[src/hw/rtl/hris_pkg.sv]
// Package for the HID report idle scheduler: widths, timing constants,
// register indexes and the structs that carry a poll request and its result.
// No dependencies.
package hris_pkg;

    // Timer ticks per millisecond and the keyboard report width in use.
    localparam int TICKS_PER_MS         = 250;
    localparam int KEYBOARD_REPORT_BITS = 64;

    // Field widths.
    localparam int TICK_W   = 16;
    localparam int KBD_W    = 64;
    localparam int MOUSE_W  = 32;
    localparam int RATE_W   = 8;
    localparam int IDLE_W   = 10;
    localparam int MILLIS_W = 9;
    localparam int REM_W    = 8;

    // Configuration port.
    localparam int CFG_INDEX_W = 1;
    localparam int CFG_DATA_W  = RATE_W;
    localparam logic [CFG_INDEX_W-1:0] REG_KEYBOARD_IDLE_RATE = 1'd0;
    localparam logic [CFG_INDEX_W-1:0] REG_MOUSE_IDLE_RATE    = 1'd1;

    // Divide by TICKS_PER_MS as a multiply by a rounded-up reciprocal.
    // With this shift the quotient is exact for every 16-bit dividend.
    localparam int RECIP_SHIFT = TICK_W + $clog2(TICKS_PER_MS);
    localparam int RECIP_W     = 18;
    localparam int PROD_W      = TICK_W + RECIP_W;
    localparam logic [RECIP_W-1:0] RECIP =
        RECIP_W'(((64'd1 << RECIP_SHIFT) + 64'(TICKS_PER_MS) - 64'd1) / 64'(TICKS_PER_MS));

    // Keyboard report bits that take part in the change compare.
    localparam logic [KBD_W-1:0] KBD_MASK = (KEYBOARD_REPORT_BITS >= KBD_W) ? {KBD_W{1'b1}} :
        ((64'd1 << KEYBOARD_REPORT_BITS) - 64'd1);

    // One poll request as held in the input register.
    typedef struct packed {
        logic [TICK_W-1:0] tick_delta;
        logic [KBD_W-1:0]  keyboard_report;
        logic [7:0]        mouse_buttons;
        logic [7:0]        mouse_dx;
        logic [7:0]        mouse_dy;
        logic [7:0]        mouse_scroll;
        logic              keyboard_endpoint_ready;
        logic              mouse_endpoint_ready;
    } t_poll_item;

    // One result as held in the output register.
    typedef struct packed {
        logic                keyboard_send;
        logic [KBD_W-1:0]    keyboard_payload;
        logic                mouse_send;
        logic [MOUSE_W-1:0]  mouse_payload;
        logic [MILLIS_W-1:0] millis_increment;
    } t_report_result;

endpackage

[src/hw/rtl/hid_report_idle_scheduler_core.sv]
// Top level of the HID report idle scheduler: input register, scheduling
// logic with its state, and the result register.
// Depends on hris_pkg.
//
//   Channel  Direction  Handshake                Payload
//   poll     in         i_in_valid / o_in_stall  ticks, reports, endpoint ready bits
//   report   out        o_out_valid / i_out_stall  send flags, payloads, millis
//   config   in         i_cfg_we                 i_cfg_index, i_cfg_data
//
// A request enters the input register, then passes through the scheduling
// logic into the result register. A new request can be taken every cycle
// while the output is not stalled; the rate is set by the single pass of the
// tick divide and the report compares. Reset clears the idle rates, timers,
// pending flags and the held and previous reports. A stalled result holds
// the output register, and the input register then fills and stalls the input.
module hid_report_idle_scheduler_core (
    input  logic                            i_clk,
    input  logic                            i_rst_n,
    input  logic                            i_in_valid,
    output logic                            o_in_stall,
    input  logic [hris_pkg::TICK_W-1:0]     i_tick_delta,
    input  logic [hris_pkg::KBD_W-1:0]      i_keyboard_report,
    input  logic [7:0]                      i_mouse_buttons,
    input  logic signed [7:0]               i_mouse_dx,
    input  logic signed [7:0]               i_mouse_dy,
    input  logic signed [7:0]               i_mouse_scroll,
    input  logic                            i_keyboard_endpoint_ready,
    input  logic                            i_mouse_endpoint_ready,
    output logic                            o_out_valid,
    input  logic                            i_out_stall,
    output logic                            o_keyboard_send,
    output logic [hris_pkg::KBD_W-1:0]      o_keyboard_payload,
    output logic                            o_mouse_send,
    output logic [hris_pkg::MOUSE_W-1:0]    o_mouse_payload,
    output logic [hris_pkg::MILLIS_W-1:0]   o_millis_increment,
    input  logic                            i_cfg_we,
    input  logic [hris_pkg::CFG_INDEX_W-1:0] i_cfg_index,
    input  logic [hris_pkg::CFG_DATA_W-1:0] i_cfg_data
);
    import hris_pkg::*;

    // Pipeline control and payload registers.
    logic           r_in_vld;
    t_poll_item     r_in;
    logic           r_out_vld;
    t_report_result r_out;
    logic           w_out_free;
    logic           w_advance;
    logic           w_accept;

    // Configuration and scheduler state.
    logic [RATE_W-1:0]  r_kbd_rate;
    logic [RATE_W-1:0]  r_mouse_rate;
    logic [REM_W-1:0]   r_tick_rem;
    logic [IDLE_W-1:0]  r_kbd_left;
    logic [IDLE_W-1:0]  r_mouse_left;
    logic               r_kbd_pending;
    logic               r_mouse_pending;
    logic [KBD_W-1:0]   r_kbd_held;
    logic [KBD_W-1:0]   r_kbd_prev;
    logic [MOUSE_W-1:0] r_mouse_held;
    logic [MOUSE_W-1:0] r_mouse_prev;

    logic [REM_W-1:0]   n_tick_rem;
    logic [IDLE_W-1:0]  n_kbd_left;
    logic [IDLE_W-1:0]  n_mouse_left;
    logic               n_kbd_pending;
    logic               n_mouse_pending;
    logic [KBD_W-1:0]   n_kbd_held;
    logic [KBD_W-1:0]   n_kbd_prev;
    logic [MOUSE_W-1:0] n_mouse_held;
    logic [MOUSE_W-1:0] n_mouse_prev;
    t_report_result     n_out;

    // Handshake: the result register frees when it is empty or being taken.
    assign w_out_free = !r_out_vld || !i_out_stall;
    assign w_advance  = r_in_vld && w_out_free;
    assign w_accept   = i_in_valid && !o_in_stall;
    assign o_in_stall = r_in_vld && !w_out_free;

    // Input register control.
    always_ff @(posedge i_clk) begin
        if (!i_rst_n) begin
            r_in_vld <= 1'b0;
        end else if (w_accept) begin
            r_in_vld <= 1'b1;
        end else if (w_advance) begin
            r_in_vld <= 1'b0;
        end
    end

    // Input register payload.
    always_ff @(posedge i_clk) begin
        if (w_accept) begin
            r_in.tick_delta              <= i_tick_delta;
            r_in.keyboard_report         <= i_keyboard_report;
            r_in.mouse_buttons           <= i_mouse_buttons;
            r_in.mouse_dx                <= i_mouse_dx;
            r_in.mouse_dy                <= i_mouse_dy;
            r_in.mouse_scroll            <= i_mouse_scroll;
            r_in.keyboard_endpoint_ready <= i_keyboard_endpoint_ready;
            r_in.mouse_endpoint_ready    <= i_mouse_endpoint_ready;
        end
    end

    // Configuration writes; an index outside the list is ignored.
    always_ff @(posedge i_clk) begin
        if (!i_rst_n) begin
            r_kbd_rate   <= '0;
            r_mouse_rate <= '0;
        end else if (i_cfg_we) begin
            case (i_cfg_index)
                REG_KEYBOARD_IDLE_RATE: r_kbd_rate   <= i_cfg_data;
                REG_MOUSE_IDLE_RATE:    r_mouse_rate <= i_cfg_data;
                default: begin
                end
            endcase
        end
    end

    // Scheduling logic for the request in the input register.
    always_comb begin
        logic [TICK_W:0]    sum_wide;
        logic [TICK_W-1:0]  sum;
        logic [PROD_W-1:0]  prod;
        logic [TICK_W-1:0]  ms;
        logic [TICK_W-1:0]  rem;
        logic [TICK_W-1:0]  kbd_left_wide;
        logic [TICK_W-1:0]  mouse_left_wide;
        logic [KBD_W-1:0]   kbd_now;
        logic [MOUSE_W-1:0] mouse_now;
        logic               moved;

        // Ticks plus the kept remainder, saturated, then split into whole
        // milliseconds and a new remainder.
        sum_wide = {1'b0, r_in.tick_delta} + (TICK_W+1)'(r_tick_rem);
        sum      = sum_wide[TICK_W] ? {TICK_W{1'b1}} : sum_wide[TICK_W-1:0];
        prod     = PROD_W'(sum) * PROD_W'(RECIP);
        ms       = TICK_W'(prod >> RECIP_SHIFT);
        rem      = sum - TICK_W'(ms * TICK_W'(TICKS_PER_MS));
        n_tick_rem = rem[REM_W-1:0];

        // Count both idle timers down, stopping at zero.
        kbd_left_wide   = TICK_W'(r_kbd_left);
        mouse_left_wide = TICK_W'(r_mouse_left);
        n_kbd_left   = (ms >= kbd_left_wide) ? '0 : r_kbd_left - ms[IDLE_W-1:0];
        n_mouse_left = (ms >= mouse_left_wide) ? '0 : r_mouse_left - ms[IDLE_W-1:0];

        n_out = '0;
        n_out.millis_increment = ms[MILLIS_W-1:0];

        // Keyboard: take a changed report, else repeat on idle timeout.
        kbd_now       = r_in.keyboard_report & KBD_MASK;
        n_kbd_pending = r_kbd_pending;
        n_kbd_held    = r_kbd_held;
        n_kbd_prev    = r_kbd_prev;
        if (!r_kbd_pending) begin
            n_kbd_held = kbd_now;
            if (kbd_now != r_kbd_prev) begin
                n_kbd_prev    = kbd_now;
                n_kbd_pending = 1'b1;
            end
        end
        if (!n_kbd_pending && r_kbd_rate != '0 && n_kbd_left == '0) begin
            n_kbd_held    = n_kbd_prev;
            n_kbd_pending = 1'b1;
        end
        if (n_kbd_pending && r_in.keyboard_endpoint_ready) begin
            n_out.keyboard_send    = 1'b1;
            n_out.keyboard_payload = n_kbd_held;
            n_kbd_pending          = 1'b0;
            n_kbd_left             = {r_kbd_rate, 2'b00};
        end

        // Mouse: same scheme, and any movement with no report pending makes one pending.
        mouse_now = {r_in.mouse_scroll, r_in.mouse_dy, r_in.mouse_dx, r_in.mouse_buttons};
        moved     = (r_in.mouse_dx != '0) || (r_in.mouse_dy != '0) ||
                    (r_in.mouse_scroll != '0);
        n_mouse_pending = r_mouse_pending;
        n_mouse_held    = r_mouse_held;
        n_mouse_prev    = r_mouse_prev;
        if (!r_mouse_pending) begin
            n_mouse_held = mouse_now;
            if (mouse_now != r_mouse_prev) begin
                n_mouse_prev    = mouse_now;
                n_mouse_pending = 1'b1;
            end
            if (moved) begin
                n_mouse_pending = 1'b1;
            end
        end
        if (!n_mouse_pending && r_mouse_rate != '0 && n_mouse_left == '0) begin
            n_mouse_held    = n_mouse_prev;
            n_mouse_pending = 1'b1;
        end
        if (n_mouse_pending && r_in.mouse_endpoint_ready) begin
            n_out.mouse_send    = 1'b1;
            n_out.mouse_payload = n_mouse_held;
            n_mouse_pending     = 1'b0;
            n_mouse_left        = {r_mouse_rate, 2'b00};
        end
    end

    // Scheduler state advances once per request, as it leaves the input register.
    always_ff @(posedge i_clk) begin
        if (!i_rst_n) begin
            r_tick_rem      <= '0;
            r_kbd_left      <= '0;
            r_mouse_left    <= '0;
            r_kbd_pending   <= 1'b0;
            r_mouse_pending <= 1'b0;
            r_kbd_held      <= '0;
            r_kbd_prev      <= '0;
            r_mouse_held    <= '0;
            r_mouse_prev    <= '0;
        end else if (w_advance) begin
            r_tick_rem      <= n_tick_rem;
            r_kbd_left      <= n_kbd_left;
            r_mouse_left    <= n_mouse_left;
            r_kbd_pending   <= n_kbd_pending;
            r_mouse_pending <= n_mouse_pending;
            r_kbd_held      <= n_kbd_held;
            r_kbd_prev      <= n_kbd_prev;
            r_mouse_held    <= n_mouse_held;
            r_mouse_prev    <= n_mouse_prev;
        end
    end

    // Result register control.
    always_ff @(posedge i_clk) begin
        if (!i_rst_n) begin
            r_out_vld <= 1'b0;
        end else if (w_out_free) begin
            r_out_vld <= r_in_vld;
        end
    end

    // Result register payload.
    always_ff @(posedge i_clk) begin
        if (w_advance) begin
            r_out <= n_out;
        end
    end

    assign o_out_valid        = r_out_vld;
    assign o_keyboard_send    = r_out.keyboard_send;
    assign o_keyboard_payload = r_out.keyboard_payload;
    assign o_mouse_send       = r_out.mouse_send;
    assign o_mouse_payload    = r_out.mouse_payload;
    assign o_millis_increment = r_out.millis_increment;

endmodule

[config.mk]
export PLATFORM = sky130hd
export DESIGN_NAME = hid_report_idle_scheduler_core
export DESIGN_NICKNAME = d
export VERILOG_FILES = /design/src/hw/rtl/hris_pkg.sv /design/src/hw/rtl/hid_report_idle_scheduler_core.sv
export SDC_FILE = /design/constraint.sdc
export NUM_CORES = 1
export LEC_CHECK = 0
export ABC_CLOCK_PERIOD_IN_PS = 10050
export BUFFER_PORTS_ARGS = -buffer_cell sky130_fd_sc_hd__buf_2
export CAP_MARGIN = 5
export CORE_MARGIN = 3
export CORE_UTILIZATION = 40
export CTS_BUF_LIST = sky130_fd_sc_hd__clkbuf_8
export CTS_CLUSTER_SIZE = 14
export DETAILED_ROUTE_END_ITERATION = 6
export PLACE_DENSITY_LB_ADDON = 0.15
export SYNTH_ARGS = -nofsm -noshare
export SYNTH_HDL_FRONTEND = slang
export SYNTH_SLANG_ARGS = --single-unit
[constraint.sdc]
create_clock -name i_clk -period 10.05 [get_ports i_clk]
set_clock_uncertainty 0.15 [all_clocks]
set_input_delay 0.5025 -clock i_clk [delete_from_list [all_inputs] [get_ports i_clk]]
set_output_delay 0.5025 -clock i_clk [all_outputs]
set_load 0.005 [all_outputs]
==> qor.txt, run 1 <==
Status: finished, violations left
Violations in the final reports: negative setup slack
Die H: 252 um
Sum of net half-perimeters after detailed placement: 43,500 um
Top flip-flop cell by instance count after synthesis: dfxtp_1
Crit path max fanout: 3
Final Max Slew Viols: 0
Final clock period utilization by the worst path: 101%
Residual overflow from global routing: 0
Category of the worst setup path launch point: register
RR Startpoint: r_in[98]
Top cells by area, synth: edfxtp_1 27%, dfxtp_1 20%, ha_1 8.8%
Yosys reg bits: 461
Required time reported for the critical path endpoint: 10.42 ns
Sequential fraction of the synthesis area: 47.1%
Slew @ Worst Pin: 1.02 ns
IO buf count: 236
DRC viols: 0
Placement Rows: 89
HP Start: i_cfg_index
Fraction of final layout cells with drive strength greater than 1: 26.9%
Proportion of netlist area held by the largest area contributor: 27.3%
Slew HR: 32.0%
Delay of the slowest critical-path stage: 0.54 ns
CTS clock-pin slew for the worst setup and hold paths: 0.07 ns
Cell area after synthesis: 0.0243 mm2
TritonCTS clock tree: done
Total placed cells including tap cells: 3,294
Ports: 237
GP Congestion: 0.846
Highest attainable clock frequency: 0.0981 GHz
Number of global-route vias before repair: 18,300
Count of clock tree sinks: 461
Starting Density: 40.8%
Total of warnings raised by yosys: 0
Setup CP Type: register to register
Number of hold violations in the final report: 0
Maximum clock insertion buffer count: 3
Slowest cell on crit path: fa_1
Fraction of registers with async set or reset after synthesis: 0%
GRT Overall Usage: 19.8%
Starting DRC count in detailed routing: 913
Floorplan Core Area: 0.0595 mm2
Buffer type at the clock tree root: clkbuf_8
Hold_ws: 0.0619 ns
Unrepaired setup endpoints after global routing: true
Die Width: 252 um
Die area: 0.0637 mm2
Router iterations before antenna repair: 5
Kind of end point of the critical path: register
Post-synthesis cell type with the largest combined area: edfxtp_1
Data arrival time of the worst path: 10.56 ns
Maximum level of the CTS H-tree: 3
Area Overhead vs Synth: 30.8%
Final layout net count: 3,137
Most common cell type on the critical path: ha_4
Vias: 18,200
Total clock buffers created by CTS: 81
Post-Layout Cell Count: 3,635
Average via count per standard cell: 5.00
Post-synth EDFFs: 221
Number of nets produced by synthesis: 2,588
Source-to-sink clock delay at the later pin of the worst-skew pair: 0.68 ns
Number of maximum-capacitance constraint violations: 0
Type of the tightest min-delay check: input pin to register
Global-route wire length before repair: 99,300 um
CP Launch Point: r_in[98]
WL per Instance: 18.1 um
Antenna violation net count after detailed routing: 0
Synthesized instance count: 2,243
Largest net degree at the start of global routing: 150
Setup-failing EPs final: 74
Final critical path time including I/O delays and setup: 10.19 ns
Final worst slack: -0.139 ns
Initial antenna violation count: 3
Syn_area_per_cell: 10.8 um2
Wire length reported by the detailed router: 65,900 um
Count of unique library cells instantiated by Yosys: 87
==> layout make-up <==
| type | count | area (um2) |
|---|---|---|
| sequential | 461 | 11400 |
| inverter | 134 | 515 |
| antenna | 2 | 5.00 |
| multi-input combinational | 1551 | 13000 |
| clock buffer | 96 | 1320 |
| fill | 5307 | 27700 |
| clock inverter | 55 | 246 |
| timing repair buffer | 563 | 4220 |
| tap | 773 | 967 |
==> what timing repair did <==
action                                  CTS  global route
endpoints found under the setup margin  115           122
endpoints found under the hold margin   132             0
pin swaps                                38            40
hold buffers                            125             0
resized for setup                        29           195
gates cloned                              1            11
buffers inserted                         28            24
==> flip-flops by register name, indices dropped and copies added, names as in the netlist, 8 cells and up <==
signal,count
r_mouse_rate,8
r_kbd_prev,64
r_mouse_held,32
o_mouse_payload,32
r_in,114
r_kbd_held,64
o_millis_increment,9
r_mouse_left,10
r_kbd_left,10
r_tick_rem,8
r_kbd_rate,8
r_mouse_prev,32
o_keyboard_payload,64
==> logic make-up after synthesis <==
group / Yosys count / synth area share [%]
simple gates: 687 / 13.7
flops: 461 / 47.1
compound gates: 294 / 8.91
buf+inv: 232 / 3.74
fa+ha+maj: 218 / 12.7
mux: 215 / 8.91
xor+xnor: 136 / 4.96
==> layout by cell type, fill, tap and decap left out, drive strengths merged, types with 34 or more instances in the layout <==
cell type,count
a21boi,106
nor2,151
edfxtp,221
fa,46
inv,163
xor2,73
dfxtp,240
mux2i,210
nor4,34
xnor2,62
buf,431
ha,171
nand2,250
clkbuf,103
dlygate4sd3,125
nor2b,124
a21oi,48
==> layer usage <==
| layer | GRT usage, % | part of all wire, % | vias to the layer above |
|---|---|---|---|
| li1 | - | - | 8949 |
| met1 | 25.0 | 43 | 8763 |
| met2 | 34.7 | 50 | 375 |
| met3 | 3.19 | 4.0 | 95 |
| met4 | 6.18 | 2.2 | 2 |
| met5 | 0 | 0.020 | - |
==> synth_stat cells (11+ instances only) <==
| cell type | count |
|---|---|
| ha_1 | 171 |
| a21oi_1 | 47 |
| nand2_1 | 249 |
| nand2b_1 | 14 |
| o211a_1 | 11 |
| nor2_1 | 151 |
| clkbuf_1 | 75 |
| and2_1 | 11 |
| buf_2 | 12 |
| xor2_1 | 73 |
| o21ai_0 | 30 |
| edfxtp_1 | 221 |
| a21boi_0 | 106 |
| a21o_1 | 11 |
| xnor2_1 | 62 |
| fa_1 | 46 |
| nor2b_1 | 124 |
| nand4_1 | 28 |
| dfxtp_1 | 240 |
| nor4_1 | 33 |
| nor3_1 | 12 |
| mux2i_1 | 209 |
| nand3_1 | 27 |
| inv_1 | 132 |
==> worst max-delay path, delay by kind of cell (launching register included) <==
| family | cells | cell delay, ns |
|---|---|---|
| flip-flops | 1 | 0.36 |
| AO/OA/AOI/OAI | 12 | 1.95 |
| multiplexers | 1 | 0.32 |
| buffers and inverters | 5 | 0.31 |
| AND/OR/NAND/NOR | 5 | 0.93 |
| adder cells (fa/ha/maj) | 14 | 4.94 |
| XOR/XNOR | 7 | 1.11 |
==> worst paths after layout <==
kind,to,slack (ns),cells after the start
worst max-delay path,r_tick_rem[7],-0.14,44
worst min register to register,r_mouse_held[8],0.31,2
worst max register to register,r_tick_rem[7],-0.14,44
worst min-delay path,r_mouse_rate[4],0.06,3
==> through the flow <==
stage                     instance area (um2)  util, %  TNS, ns  worst slack [ns]
final                                   31700     53.4    -3.61            -0.139
after global placement                  27400     46.1    -9.68            -0.247
after global routing                    31700     53.4   -52.12            -0.615
after CTS                               30600     51.4  -0.0102           -0.0102
after floorplan                         24500        -   -0.105            -0.105
after detailed placement                27400     46.1   -13.23            -0.296
Power of run 1 is left out: the tool's default activity adds up to more than one toggle a clock period on the data nets, which glitch-free logic cannot reach.
==> inputs of run 2 (changes only) <==
--- a/config.mk
+++ b/config.mk
@@ -14,6 +14,7 @@
 export CTS_CLUSTER_SIZE = 14
 export DETAILED_ROUTE_END_ITERATION = 6
 export PLACE_DENSITY_LB_ADDON = 0.15
+export REMOVE_ABC_BUFFERS = 1
 export SYNTH_ARGS = -nofsm -noshare
 export SYNTH_HDL_FRONTEND = slang
 export SYNTH_SLANG_ARGS = --single-unit
==> qor.txt, run 2 (same netlist as run 1, synthesis figures left out) <==
Type of the tightest min-delay check: input pin to register
Initial antenna violation count: 3 (unchanged)
Count of clock tree sinks: 461 (unchanged)
GP Congestion: 0.828 (-2.1%)
Number of flip-flops in the largest register: 114 (unchanged)
DRC viols: 0 (unchanged)
Category of the worst setup path launch point: register
Most common cell type on the critical path: fa_1
Slowest cell on crit path: fa_2
Buffers and inverters on the worst path: 5 (unchanged)
Buffer type at the clock tree root: clkbuf_8
Residual overflow from global routing: 0 (unchanged)
Sum Neg Setup Slack: -12.77 ns (-9.16 ns)
Crit path max fanout: 5 (+2)
Data arrival time of the worst path: 10.65 ns (+0.09 ns)
Starting DRC count in detailed routing: 744 (-19%)
GRT Overall Usage: 19.3% (-0.47 points)
Final worst slack: -0.235 ns (-0.0956 ns)
Highest attainable clock frequency: 0.0972 GHz (-0.93%)
Setup CP Type: register to register
Placement-stage cell area: 0.0272 mm2 (-0.64%)
Final critical path time including I/O delays and setup: 10.28 ns (+0.0956 ns)
Worst-case register-to-register setup slack: -0.23 ns (-0.10 ns)
RR Startpoint: r_in[98]
Number of maximum-capacitance constraint violations: 0 (unchanged)
Kind of end point of the critical path: register
Total clock buffers created by CTS: 83 (+2.5%)
Router iterations before antenna repair: 5 (unchanged)
Vias: 18,000 (-0.87%)
Die Width: 252 um (unchanged)
Maximum clock insertion buffer count: 3 (unchanged)
Terminating pin of the worst hold path: r_mouse_rate[1]
Status: finished, violations left
Number of global-route vias before repair: 18,500 (+1.0%)
Number of instances on the worst hold path: 3 (unchanged)
IO buf count: 236 (unchanged)
Die H: 252 um (unchanged)
Critical register-to-register path endpoint: r_tick_rem[7]
Post-route cell area: 0.0312 mm2 (-1.6%)
Cell family with the largest share of critical-path delay: adder cells
Slew HR: 29.4% (-2.6 points)
HP Start: i_cfg_we
Sum of net half-perimeters after detailed placement: 41,700 um (-4.1%)
Dpl ws: -0.695 ns (-0.399 ns)
Delay of the slowest critical-path stage: 0.55 ns (about the same)
Final layout net count: 3,132 (-0.16%)
Commonest non-fill, non-tap cell in the layout: nand2_1
Placement Rows: 89 (unchanged)
Setup-failing EPs final: 114 (+54%)
Most frequent cells in the layout: 247 x nand2_1, 238 x dfxtp_1, 235 x buf_2
Final clock period utilization by the worst path: 102% (+0.95 points)
Unrepaired setup endpoints after global routing: true
Antenna violation net count after detailed routing: 0 (unchanged)
Die area: 0.0637 mm2 (unchanged)
Average via count per standard cell: 4.96 (-0.79%)
Number of hold violations in the final report: 0 (unchanged)
Ports: 237 (unchanged)
Source-to-sink clock delay at the later pin of the worst-skew pair: 0.68 ns (about the same)
Worst Reg2Reg Path Length in Cells: 47 (+6.8%)
Global-route wire length before repair: 98,200 um (-1.1%)
WL per Instance: 17.4 um (-4.0%)
Maximum level of the CTS H-tree: 3 (unchanged)
Slew @ Worst Pin: 1.05 ns (+0.0348 ns)
Starting Density: 40.8% (unchanged)
Register with the most flip-flops: r_in
Floorplan Core Area: 0.0595 mm2 (unchanged)
Violations in the final reports: negative setup slack
CTS clock-pin slew for the worst setup and hold paths: 0.06 ns (about the same)
Final Max Slew Viols: 0 (unchanged)
Fraction of final layout cells with drive strength greater than 1: 23.3% (-3.6 points)
Wire length reported by the detailed router: 63,200 um (-4.1%)
Largest net degree at the start of global routing: 143 (-4.7%)
TritonCTS clock tree: done
Area Overhead vs Synth: 28.7%
CP Depth: 47 (+6.8%)
Required time reported for the critical path endpoint: 10.41 ns (about the same)
## run 2: cell count changes in the layout (fill, tap and decap cells not counted), sizes merged
cell,previous run,this run
inv,163,177
buf,431,425
clkinv,22,17
clkbuf,103,99
clkinvlp,4,1
bufinv,0,1
dlygate4sd3,125,126
or2,5,4
## run 2: worst max path at each step
| stage | slack [ns] | endpoint | from |
|---|---|---|---|
| final | -0.23 | r_tick_rem[7] | r_in[98] |
| after global routing | -0.73 | r_tick_rem[7] | r_in[98] |
| after CTS | -0.28 | r_tick_rem[7] | r_in[98] |
| after detailed placement | -0.69 | r_tick_rem[7] | r_in[99] |
| after global placement | -0.45 | r_tick_rem[7] | r_in[98] |
| after floorplan | -2.35 | r_kbd_left[2] | r_in[98] |
## run 2: per-stage QoR
step           instances  utilization [%]  hold slack [ns]
2_1_floorplan       2145                -            0.293
3_3_place_gp        3301             45.8            0.301
3_5_place_dp        3301             45.8            0.309
4_1_cts             3602             51.3          0.00941
5_1_grt             3632             52.5           0.0527
6_report            3632             52.5           0.0771
## run 2: per-layer routing
layer	GRT usage [%]	wire (um)
met5	0	13
met4	6.56	1630
met3	3.02	2100
met2	32.9	31000
met1	25.1	28500
## run 2: repair_timing
action,CTS,global route
pin swaps,35,50
cloned,3,6
setup buffers,17,24
setup endpoints to repair,122,123
gates resized for setup,55,82
hold buffers,126,0
hold endpoints to repair,132,0
## run 2: area by class of cell
cell class                      instances  area, um2
Multi-Input combinational cell       1550      12500
Fill cell                            5306      28200
Sequential cell                       461      11400
Tap cell                              773        967
Clock buffer                           93       1280
Timing Repair Buffer                  557       4220
Inverter                              134        515
Clock inverter                         62        322
Antenna cell                            2       5.00
## run 2: worst reg2reg max path: cells and delay by family, from the launching register on
family | cells | cell delay, ns
flops | 1 | 0.38
simple gates | 8 | 0.89
compound gates | 12 | 1.76
mux | 1 | 0.31
buf+inv | 5 | 0.36
fa+ha+maj | 14 | 5.10
xor+xnor | 7 | 1.18
Power of run 2 is left out for the same reason.
